File: src/hdl/cc20_pkg.sv
package cc20_pkg;

    typedef logic [31:0] word_t;

    typedef struct packed {
        logic [7:0] data;
        logic       last;
    } item_t;

    typedef struct packed {
        word_t a;
        word_t b;
        word_t c;
        word_t d;
    } quad_t;

    typedef enum logic [1:0] {
        ST_IDLE,
        ST_ROUND,
        ST_ADD,
        ST_RUN
    } core_state_t;

    typedef enum logic [2:0] {
        REG_KEY0,
        REG_KEY1,
        REG_KEY2,
        REG_KEY3,
        REG_NONCE_LO,
        REG_NONCE_HI
    } reg_index_t;

    localparam word_t SIGMA0 = 32'h61707865;
    localparam word_t SIGMA1 = 32'h3320646e;
    localparam word_t SIGMA2 = 32'h79622d32;
    localparam word_t SIGMA3 = 32'h6b206574;

    // Quarter-round lanes for column rounds and diagonal rounds.
    localparam logic [3:0] COL_IDX [4][4] = '{
        '{4'd0, 4'd4, 4'd8,  4'd12},
        '{4'd1, 4'd5, 4'd9,  4'd13},
        '{4'd2, 4'd6, 4'd10, 4'd14},
        '{4'd3, 4'd7, 4'd11, 4'd15}
    };
    localparam logic [3:0] DIAG_IDX [4][4] = '{
        '{4'd0, 4'd5, 4'd10, 4'd15},
        '{4'd1, 4'd6, 4'd11, 4'd12},
        '{4'd2, 4'd7, 4'd8,  4'd13},
        '{4'd3, 4'd4, 4'd9,  4'd14}
    };

    // One half of a quarter round: first half rotates by 16 and 12,
    // second half by 8 and 7.
    function automatic quad_t qhalf(input quad_t q, input logic second);
        quad_t r;
        word_t t;
        r = q;
        r.a = q.a + q.b;
        t = q.d ^ r.a;
        r.d = second ? {t[23:0], t[31:24]} : {t[15:0], t[31:16]};
        r.c = q.c + r.d;
        t = q.b ^ r.c;
        r.b = second ? {t[24:0], t[31:25]} : {t[19:0], t[31:20]};
        return r;
    endfunction

endpackage

File: src/hdl/cc20_front.sv
module cc20_front import cc20_pkg::*; (
    input  logic       aclk,
    input  logic       aresetn,
    input  logic       s_valid,
    output logic       s_ready,
    input  logic [7:0] s_data_byte,
    input  logic       s_end_of_message,
    output logic       q_valid,
    output item_t      q_item,
    input  logic       q_pop
);

    localparam int DEPTH = 4;

    item_t      mem [DEPTH];
    logic [1:0] wr_ptr_reg, wr_ptr_next;
    logic [1:0] rd_ptr_reg, rd_ptr_next;
    logic [2:0] count_reg, count_next;
    logic       push;
    logic       pop;

    assign s_ready = (count_reg != 3'(DEPTH));
    assign q_valid = (count_reg != 3'd0);
    assign q_item  = mem[rd_ptr_reg];
    assign push    = s_valid && s_ready;
    assign pop     = q_pop && q_valid;

    always_comb begin
        wr_ptr_next = push ? wr_ptr_reg + 2'd1 : wr_ptr_reg;
        rd_ptr_next = pop ? rd_ptr_reg + 2'd1 : rd_ptr_reg;
        count_next  = count_reg + 3'(push) - 3'(pop);
    end

    always_ff @(posedge aclk) begin
        if (!aresetn) begin
            wr_ptr_reg <= '0;
            rd_ptr_reg <= '0;
            count_reg  <= '0;
        end else begin
            wr_ptr_reg <= wr_ptr_next;
            rd_ptr_reg <= rd_ptr_next;
            count_reg  <= count_next;
        end
    end

    always_ff @(posedge aclk) begin
        if (push) begin
            mem[wr_ptr_reg] <= '{data: s_data_byte, last: s_end_of_message};
        end
    end

endmodule

File: config.mk
export PLATFORM = sky130hd
export DESIGN_NAME = cc20_front
export DESIGN_NICKNAME = d
export VERILOG_FILES = /design/src/hdl/cc20_pkg.sv /design/src/hdl/cc20_front.sv
export SDC_FILE = /design/constraint.sdc
export NUM_CORES = 1
export LEC_CHECK = 0
export BUFFER_PORTS_ARGS = -buffer_cell sky130_fd_sc_hd__buf_2
export CORE_UTILIZATION = 50
export CTS_CLUSTER_DIAMETER = 50
export DETAILED_ROUTE_END_ITERATION = 12
export PLACE_DENSITY = 0.75
export SLEW_MARGIN = 0
export SYNTH_ARGS = -nofsm -noshare
export SYNTH_HDL_FRONTEND = slang
export SYNTH_SLANG_ARGS = --single-unit
File: constraint.sdc
create_clock -name aclk -period 7.1 [get_ports aclk]
set_input_delay 1.775 -clock aclk [delete_from_list [all_inputs] [get_ports aclk]]
set_output_delay 1.775 -clock aclk [all_outputs]
set_load 0.005 [all_outputs]
==> results of run 1 <==
## power breakdown
group	switching (mW)	leakage [nW]	total [mW]	internal (mW)
sequential	0.0364	0.404	0.360	0.324
clock	0.0774	0.0320	0.115	0.0378
combinational	0.0685	0.274	0.164	0.0955
## cell type report
cell class / count / area (um^2)
inverters: 5 / 18.8
well taps: 46 / 57.6
multi-input cells: 42 / 487
repair buffers: 23 / 115
clock inverters: 2 / 10.0
fillers: 260 / 1400
clock buffers: 6 / 41.3
flip-flops and latches: 45 / 1260
## worst reg2reg max path, cell delays in order (launching register included)
cell and delay [ns]:
dfxtp_1 0.48, nor2_1 0.12, a21boi_2 0.29, inv_1 0.08, ha_1 0.29, inv_1 0.06, ha_1 0.15, inv_1 0.05
fa_1 0.39, xnor2_1 0.16, xnor2_1 0.13, and2_1 0.15
## metrics by stage
| stage | instances | total power [mW] |
|---|---|---|
| after floorplan | 95 | 0.478 |
| after global placement | 161 | 0.522 |
| after detailed placement | 161 | 0.536 |
| after CTS | 169 | 0.647 |
| after global routing | 169 | 0.687 |
| final | 169 | 0.640 |
## per-layer routing
| layer | share of wire (%) | vias up | track usage, % | wire [um] |
|---|---|---|---|---|
| li1 | - | 412 | - | - |
| met1 | 41 | 450 | 19.5 | 1070 |
| met2 | 54 | 18 | 26.7 | 1400 |
| met3 | 3.6 | 5 | 5.80 | 94 |
| met4 | 1.7 | 0 | 7.62 | 44 |
| met5 | 0 | - | 0 | 0 |
## placed cells by master (no fill, tap or decap)
cell      count
fa_1          1
mux4_2        8
o311ai_2      1
mux2i_1       2
o31a_2        1
or3_2         1
ha_1          6
edfxtp_1     36
nor2_1        1
buf_2        23
xnor2_1       4
mux4_1        1
a21boi_2      1
clkinv_2      2
dfxtp_1       9
nor2b_1       3
and2_1        7
clkbuf_1      1
nand2_1       5
clkbuf_4      5
inv_1         5
## cells by family after synthesis
logic type | count (synthesis) | share of synthesized area, %
AOI/OAI and AO/OA | 3 | 2.10
xor gates and xnor gates | 4 | 1.96
adders and majority gates | 7 | 5.32
buffers and inverters | 8 | 2.17
DFF | 45 | 70.6
muxes | 11 | 12.7
and+or+nand+nor | 17 | 5.18
## synthesized netlist by cell type
master and count:
clkbuf_2 1, buf_6 1, ha_1 6, clkbuf_1 1
mux4_2 8, and2_1 7, o311ai_2 1, or3_2 1
mux2i_1 2, a21boi_2 1, mux4_1 1, dfxtp_1 9
edfxtp_1 36, xnor2_1 4, inv_1 5, nor2b_1 3
nor2_1 1, nand2_1 5, fa_1 1, o31a_2 1
## final timing paths
check                             start                         end  slack, ns
max                            register                   q_item[2]       3.51
min          wr_ptr_reg[1]$_SDFFE_PN0P_  wr_ptr_reg[1]$_SDFFE_PN0P_       0.51
max reg2reg     count_reg[1]$_SDFF_PN0_     count_reg[2]$_SDFF_PN0_       4.67
min reg2reg  wr_ptr_reg[1]$_SDFFE_PN0P_  wr_ptr_reg[1]$_SDFFE_PN0P_       0.51
==> impl_metrics.ini, run 1 <==
[status]
outcome = complete, no violations

[floorplanning]
die_y_um = 61.8
io-pin-count = 24
initial_core_util_pct = 52.7
dieArea_um2 = 3820
core_area_um2 = 3390
die_w_um = 61.8
row_count = 21

[detailed_routing]
via_per_inst = 5.24
drc = 0
routed_wirelength_mm = 2.60
drt_iter0_markers = 13
num_vias = 885
dr.pass1.iters = 4
post_drt_wl_per_cell_um = 15.4
ant_nets = 0

[worst_setup_path]
start_kind = register
crit_fanout = 9
critPathKind = register to output pin
r2r_cells = 11
slowest_delay_ns = 0.71
slowest_stage = dfxtp_1
crit_family = flip-flops
path_depth = 2
end_kind = output pin
critPathRequiredTime_ns = 5.33
cp_cell_sequence = mux4_1 -> buf_2
worst-endpoint-arrival_ns = 1.82
worstPathBufferInverterCount = 1

[synthesis]
seq_area_frac_synth_pct = 70.6
yosys_warnings = 0
synth_nets = 115
syn_avg_cell_area_um2 = 18.8
syn_area_um2 = 1790
synth_top_cell_by_area = edfxtp_1
ys_ff_latch = 45
synth_cell_types = 20
synthCells = 95
synth_top_area_share_pct = 60.5
synthTopCellsByArea = edfxtp_1, dfxtp_1, mux4_2

[grt]
grt_max_degree = 14
track_usage_pct = 16.3
overflow = 0
antenna_found_initial = 0
grt_pass1_vias = 888
grt_pass1_wl_mm = 4.12

[hold_path]
min_path_cells = 2
hp-class = register to register

[pwr]
powerDensity_nw_per_um2 = 321
p_leak_nw = 0.710
irDropWorstVdd_uv = 125

[timing]
rsz0062_at_grt = no
finalHoldViolCount = 0
setup_viol = 0
period_needed_ns = 3.59
tightest_slew_ns = 0.577
worst_slack_ns = 3.51
fmax_mhz = 278
period_share_pct = 50.6
slew_headroom_pct = 61.5
fin_worst_skew_ns = 0.00807
fin_setup_tns_ns = 0
whs_ns = 0.513
drv_slew = 0

[finish]
layout-drive-gt1-share_pct = 34.1
postLayoutCellArea_um2 = 1990
antennaDiodeCount = 0
largest_reg_flops = 36
fin_util_pct = 58.7
synthToLayoutAreaGrowth_pct = 11.4
nNetsFinal = 142

[clock_tree]
cts.sinks = 45
cts_resized = 0
cts_setup_buffers = 0
cts_tree = built
worstSkewPairLatency_ns = 0.35
clk_path_buf_depth = 2
path_clk_slew_ns = 0.12
cts_made_buffers = 5
cts-root-buf = clkbuf_4
cts_max_level = 2
hold_buffers = 0

[placed_design]
dpl_cell_area_um2 = 1940
preCtsSetupSlack_ns = 3.40
dp_hpwl_mm = 1.84
io_buffers = 23
globalplace.congestion = 0.643

[run]
drv_cap = 0
Note: power is estimated with default switching activity, not from simulation.
==> run 2, diff against run 1 <==
--- a/config.mk
+++ b/config.mk
@@ -9,7 +9,7 @@
 export CORE_UTILIZATION = 50
 export CTS_CLUSTER_DIAMETER = 50
 export DETAILED_ROUTE_END_ITERATION = 12
-export PLACE_DENSITY = 0.75
+export PLACE_DENSITY = 0.78
 export SLEW_MARGIN = 0
 export SYNTH_ARGS = -nofsm -noshare
 export SYNTH_HDL_FRONTEND = slang
==> constraint.sdc (replaced) <==
create_clock -name aclk -period 3 [get_ports aclk]
set_input_delay 0.75 -clock aclk [delete_from_list [all_inputs] [get_ports aclk]]
set_output_delay 0.75 -clock aclk [all_outputs]
set_load 0.005 [all_outputs]
==> run 2 against run 1 <==
Against the previous run:
- setup slack worse by 3.1 ns
- non-clock buffer count unchanged
- register-to-register slack worse by 4.1 ns
- die area unchanged
- hold slack worse by 0.0069 ns
- sequential power up 140%
- final cell count unchanged
- largest cell class unchanged
- highest routed layer unchanged
==> impl_metrics.ini, run 2 (synthesis results as in run 1) <==
[grt]
grt_pass1_wl_mm = 3.79
grt.met3_usage_pct = 5.59
grt_max_degree = 15
grtUsageMet2_pct = 24.7
grt_pass1_vias = 819
track_usage_pct = 15.2
antenna_found_initial = 0
overflow = 0
busiest_layer = met2
met1_usage_pct = 18.3

[detailed_routing]
num_vias = 856
routed_wirelength_mm = 2.46
dr.pass1.iters = 6
drc = 0
post_drt_wl_per_cell_um = 14.6
ant_nets = 0
drt_iter0_markers = 34
via_per_inst = 5.07

[placed_design]
dp_cells = 161
io_buffers = 23
preCtsSetupSlack_ns = 0.335
globalplace.congestion = 0.647
dp_hpwl_mm = 1.71

[timing]
slew_headroom_pct = 61.4
rsz0062_at_grt = no
whs_ns = 0.506
period_needed_ns = 2.55
fin_setup_tns_ns = 0
tightest_slew_ns = 0.578
finalHoldViolCount = 0
drv_slew = 0
fmax_mhz = 392
fin_worst_skew_ns = 0.0104
period_share_pct = 85.0
worst_slack_ns = 0.450
setup_viol = 0

[floorplanning]
dieArea_um2 = 3820
die_w_um = 61.8
row_count = 21
die_y_um = 61.8
io-pin-count = 24
initial_core_util_pct = 52.7
core_area_um2 = 3390

[clock_tree]
cts_made_buffers = 5
cts_tree = built
path_clk_slew_ns = 0.12
cts_setup_buffers = 0
hold_buffers = 0
clk_path_buf_depth = 2
cts_resized = 0
cts_max_level = 2
worstSkewPairLatency_ns = 0.34
cts.sinks = 45
cts-root-buf = clkbuf_4

[finish]
synthToLayoutAreaGrowth_pct = 12.8
largest_reg_flops = 36
layout-drive-gt1-share_pct = 34.1
final_cells = 169
final_common_cell = edfxtp_1
fillers = 260
most-common-layout-cells = edfxtp_1, buf_2, dfxtp_1
nNetsFinal = 142
antennaDiodeCount = 0

[run]
drv_cap = 0

[pwr]
irDropWorstVdd_uv = 501
p_total_mw = 1.58
powerDensity_nw_per_um2 = 785
p_leak_nw = 0.720

[worst_setup_path]
start_kind = register
critPathKind = register to output pin
critPathRequiredTime_ns = 2.25
end_kind = output pin
worst-endpoint-arrival_ns = 1.80
crit_fanout = 9

[hold_path]
hp-class = register to register

[status]
outcome = complete, no violations
-- run 2: cell count changes in the layout (fill, tap and decap cells not counted) --
| cell | previous run | this run |
|---|---|---|
| bufinv_16 | 0 | 1 |
| clkinv_2 | 2 | 1 |
-- run 2: path summary, 6_finish.rpt --
check	end	slack (ns)	depth (start not counted)	from
setup / recovery	q_item[2]	0.45	2	register
hold / removal	wr_ptr_reg[1]$_SDFFE_PN0P_	0.51	2	wr_ptr_reg[1]$_SDFFE_PN0P_
setup reg to reg	count_reg[2]$_SDFF_PN0_	0.56	11	count_reg[1]$_SDFF_PN0_
hold reg to reg	wr_ptr_reg[1]$_SDFFE_PN0P_	0.51	2	wr_ptr_reg[1]$_SDFFE_PN0P_
-- run 2: area by class of cell --
class	instances	area, um^2	share of cell area, %
tap	46	57.6	2.86
sequential	45	1260	62.6
timing repair buffer	23	115	5.71
clock inverter	2	35.0	1.74
multi-input combinational	42	487	24.1
clock buffer	6	41.3	2.05
inverter	5	18.8	0.931
-- run 2: metrics by stage --
step / instance area, um^2 / util (%)
after floorplan: 1790 / -
after global placement: 1940 / 57.2
after detailed placement: 1940 / 57.2
after CTS: 2020 / 59.5
after global routing: 2020 / 59.5
final: 2020 / 59.5
-- run 2: layer usage --
metal	share of wire, %	vias to the layer above	routed length (um)
met1	43	426	1060
li1	-	413	-
met3	3.6	2	88
met2	53	15	1300
met4	0.61	0	15
met5	0	-	0
-- run 2: where the power goes --
part,internal (mW),switching (mW)
sequential,0.766,0.0872
combinational,0.222,0.158
clock,0.175,0.174
-- run 2: critical path, stage by stage (launching register included) --
cell,delay [ns]
dfxtp_1,0.71
mux4_1,0.61
buf_2,0.14
==> run 3, diff against run 2 <==
==> constraint.sdc (replaced) <==
create_clock -name aclk -period 2.33 [get_ports aclk]
set_input_delay 0.5825 -clock aclk [delete_from_list [all_inputs] [get_ports aclk]]
set_output_delay 0.5825 -clock aclk [all_outputs]
set_load 0.005 [all_outputs]
==> run 3 against run 2 <==
Against the previous run:
- critical path depth up 7
- flip-flop and latch count unchanged
- combinational power up 47%
- highest routed layer unchanged
- power up 33%
- clock power up 30%
- die area unchanged
- hold slack worse by 0.070 ns
- via count up 5.3%
- critical endpoint is now count_reg[2]$_SDFF_PN0_
- non-clock buffer count up 2
- design area up 1.5%
- first-iteration DRC count up 47%
- clock-buffer cell count unchanged
==> impl_metrics.ini, run 3 (synthesis results as in run 1) <==
[pwr]
p_clk_share_pct = 21.5
powerDensity_nw_per_um2 = 1030
netSwitchingPower_mw = 0.573
sequentialPowerShare_pct = 52.1
swShare_pct = 27.2
p_leak_nw = 0.733
internal_power_mw = 1.54
pwr-share-comb_pct = 26.4
p_total_mw = 2.11
irDropWorstVdd_uv = 631

[timing]
rsz0062_at_grt = no
setup_viol = 0
finalHoldViolCount = 0
period_share_pct = 95.9
fmax_mhz = 448
period_needed_ns = 2.23
tightest_slew_ns = 0.482
drv_slew = 0
fin_worst_skew_ns = 0.00892
worst_slack_ns = 0.0954
slew_headroom_pct = 67.8

[clock_tree]
cts_made_buffers = 5
cts_setup_buffers = 0
worstSkewPairLatency_ns = 0.35
cts-root-buf = clkbuf_4
hold_buffers = 0
cts.sinks = 45
path_clk_slew_ns = 0.12
clk_path_buf_depth = 2
cts_tree = built
cts_max_level = 2

[placed_design]
preCtsSetupSlack_ns = -0.0527
io_buffers = 23
dp_hpwl_mm = 2.01
globalplace.congestion = 0.654
dpl_cell_area_um2 = 1950

[floorplanning]
initial_core_util_pct = 52.7
row_count = 21
die_y_um = 61.8
die_w_um = 61.8
core_area_um2 = 3390
dieArea_um2 = 3820
io-pin-count = 24

[finish]
fillers = 263
multi_input_area_um2 = 494
nNetsFinal = 144
postLayoutCellArea_um2 = 2050
regArea_um2 = 1270
final_common_cell = edfxtp_1
most-common-layout-cells = edfxtp_1, buf_2, mux4_2
layout-drive-gt1-share_pct = 37.6
synthToLayoutAreaGrowth_pct = 14.5
largest_reg_flops = 36
antennaDiodeCount = 0

[worst_setup_path]
end_kind = register
critPathRequiredTime_ns = 2.59
crit_fanout = 6
critPathKind = register to register
worst-endpoint-arrival_ns = 2.49
start_kind = register

[detailed_routing]
drt_iter0_markers = 50
routed_wirelength_mm = 2.86
dr.pass1.iters = 4
via_per_inst = 5.27
ant_nets = 0
post_drt_wl_per_cell_um = 16.7
drc = 0
num_vias = 901

[grt]
grt_max_degree = 14
grt_pass1_wl_mm = 4.28
antenna_found_initial = 0
track_usage_pct = 17.5
grt_pass1_vias = 920
overflow = 0

[hold_path]
hp-class = primary input to register

[run]
drv_cap = 0

[status]
outcome = complete, no violations
## run 3: cell types whose count changed in the layout (fill, tap and decap cells not counted), sizes merged
cell	previous run	this run
buf	23	25
## run 3: final cells by class
cell class,instances,share of cell area (%)
multi-input combinational,42,24.2
clock inverter,2,1.65
inverter,5,0.917
clock buffer,6,2.02
sequential,45,62.1
timing repair buffer,25,6.36
tap,46,2.81
## run 3: through the flow
step,TNS [ns],hold WS (ns),std cells,utilization [%]
5_1_grt,0,0.413,171,60.4
3_5_place_dp,-0.0527,0.510,163,57.7
6_report,0,0.436,171,60.4
2_1_floorplan,0,0.468,95,-
3_3_place_gp,0,0.478,163,57.7
4_1_cts,0,0.425,171,59.9
## run 3: power by group through the flow
stage	clock, mW	combinational, mW	sequential [mW]
final	0.453	0.557	1.10
after global routing	0.499	0.613	1.12
after CTS	0.462	0.551	1.09
after detailed placement	0	0.542	1.11
after global placement	0	0.513	1.09
after floorplan	0	0.399	1.06
## run 3: layer usage
| metal | up-vias | wire, um | global-route usage (%) |
|---|---|---|---|
| li1 | 416 | - | - |
| met1 | 456 | 1060 | 17.7 |
| met2 | 22 | 1620 | 32.1 |
| met3 | 7 | 107 | 5.18 |
| met4 | 0 | 65 | 9.84 |
| met5 | - | 0 | 0 |
## run 3: final timing paths
path | from | to | slack [ns] | cells past startpoint
worst min register to register | wr_ptr_reg[1]$_SDFFE_PN0P_ | wr_ptr_reg[1]$_SDFFE_PN0P_ | 0.52 | 2
worst max register to register | count_reg[2]$_SDFF_PN0_ | count_reg[2]$_SDFF_PN0_ | 0.1 | 9
worst max-delay path | count_reg[2]$_SDFF_PN0_ | count_reg[2]$_SDFF_PN0_ | 0.1 | 9
worst min-delay path | s_data_byte[0] | mem[2][1]$_DFFE_PP_ | 0.44 | 1
## run 3: worst max-delay path, cell delays in order, from the launching register on
cell     delay (ns)
dfxtp_1        0.41
o31a_2         0.34
ha_1           0.28
inv_1          0.06
ha_1           0.14
inv_1          0.05
fa_1           0.40
xnor2_2        0.16
xnor2_1        0.13
and2_1         0.16
## run 3: timing repair
action | 4_1_cts | 5_1_grt
gates cloned | 0 | 0
setup endpoints to repair | 6 | 6
resized for setup | 2 | 4
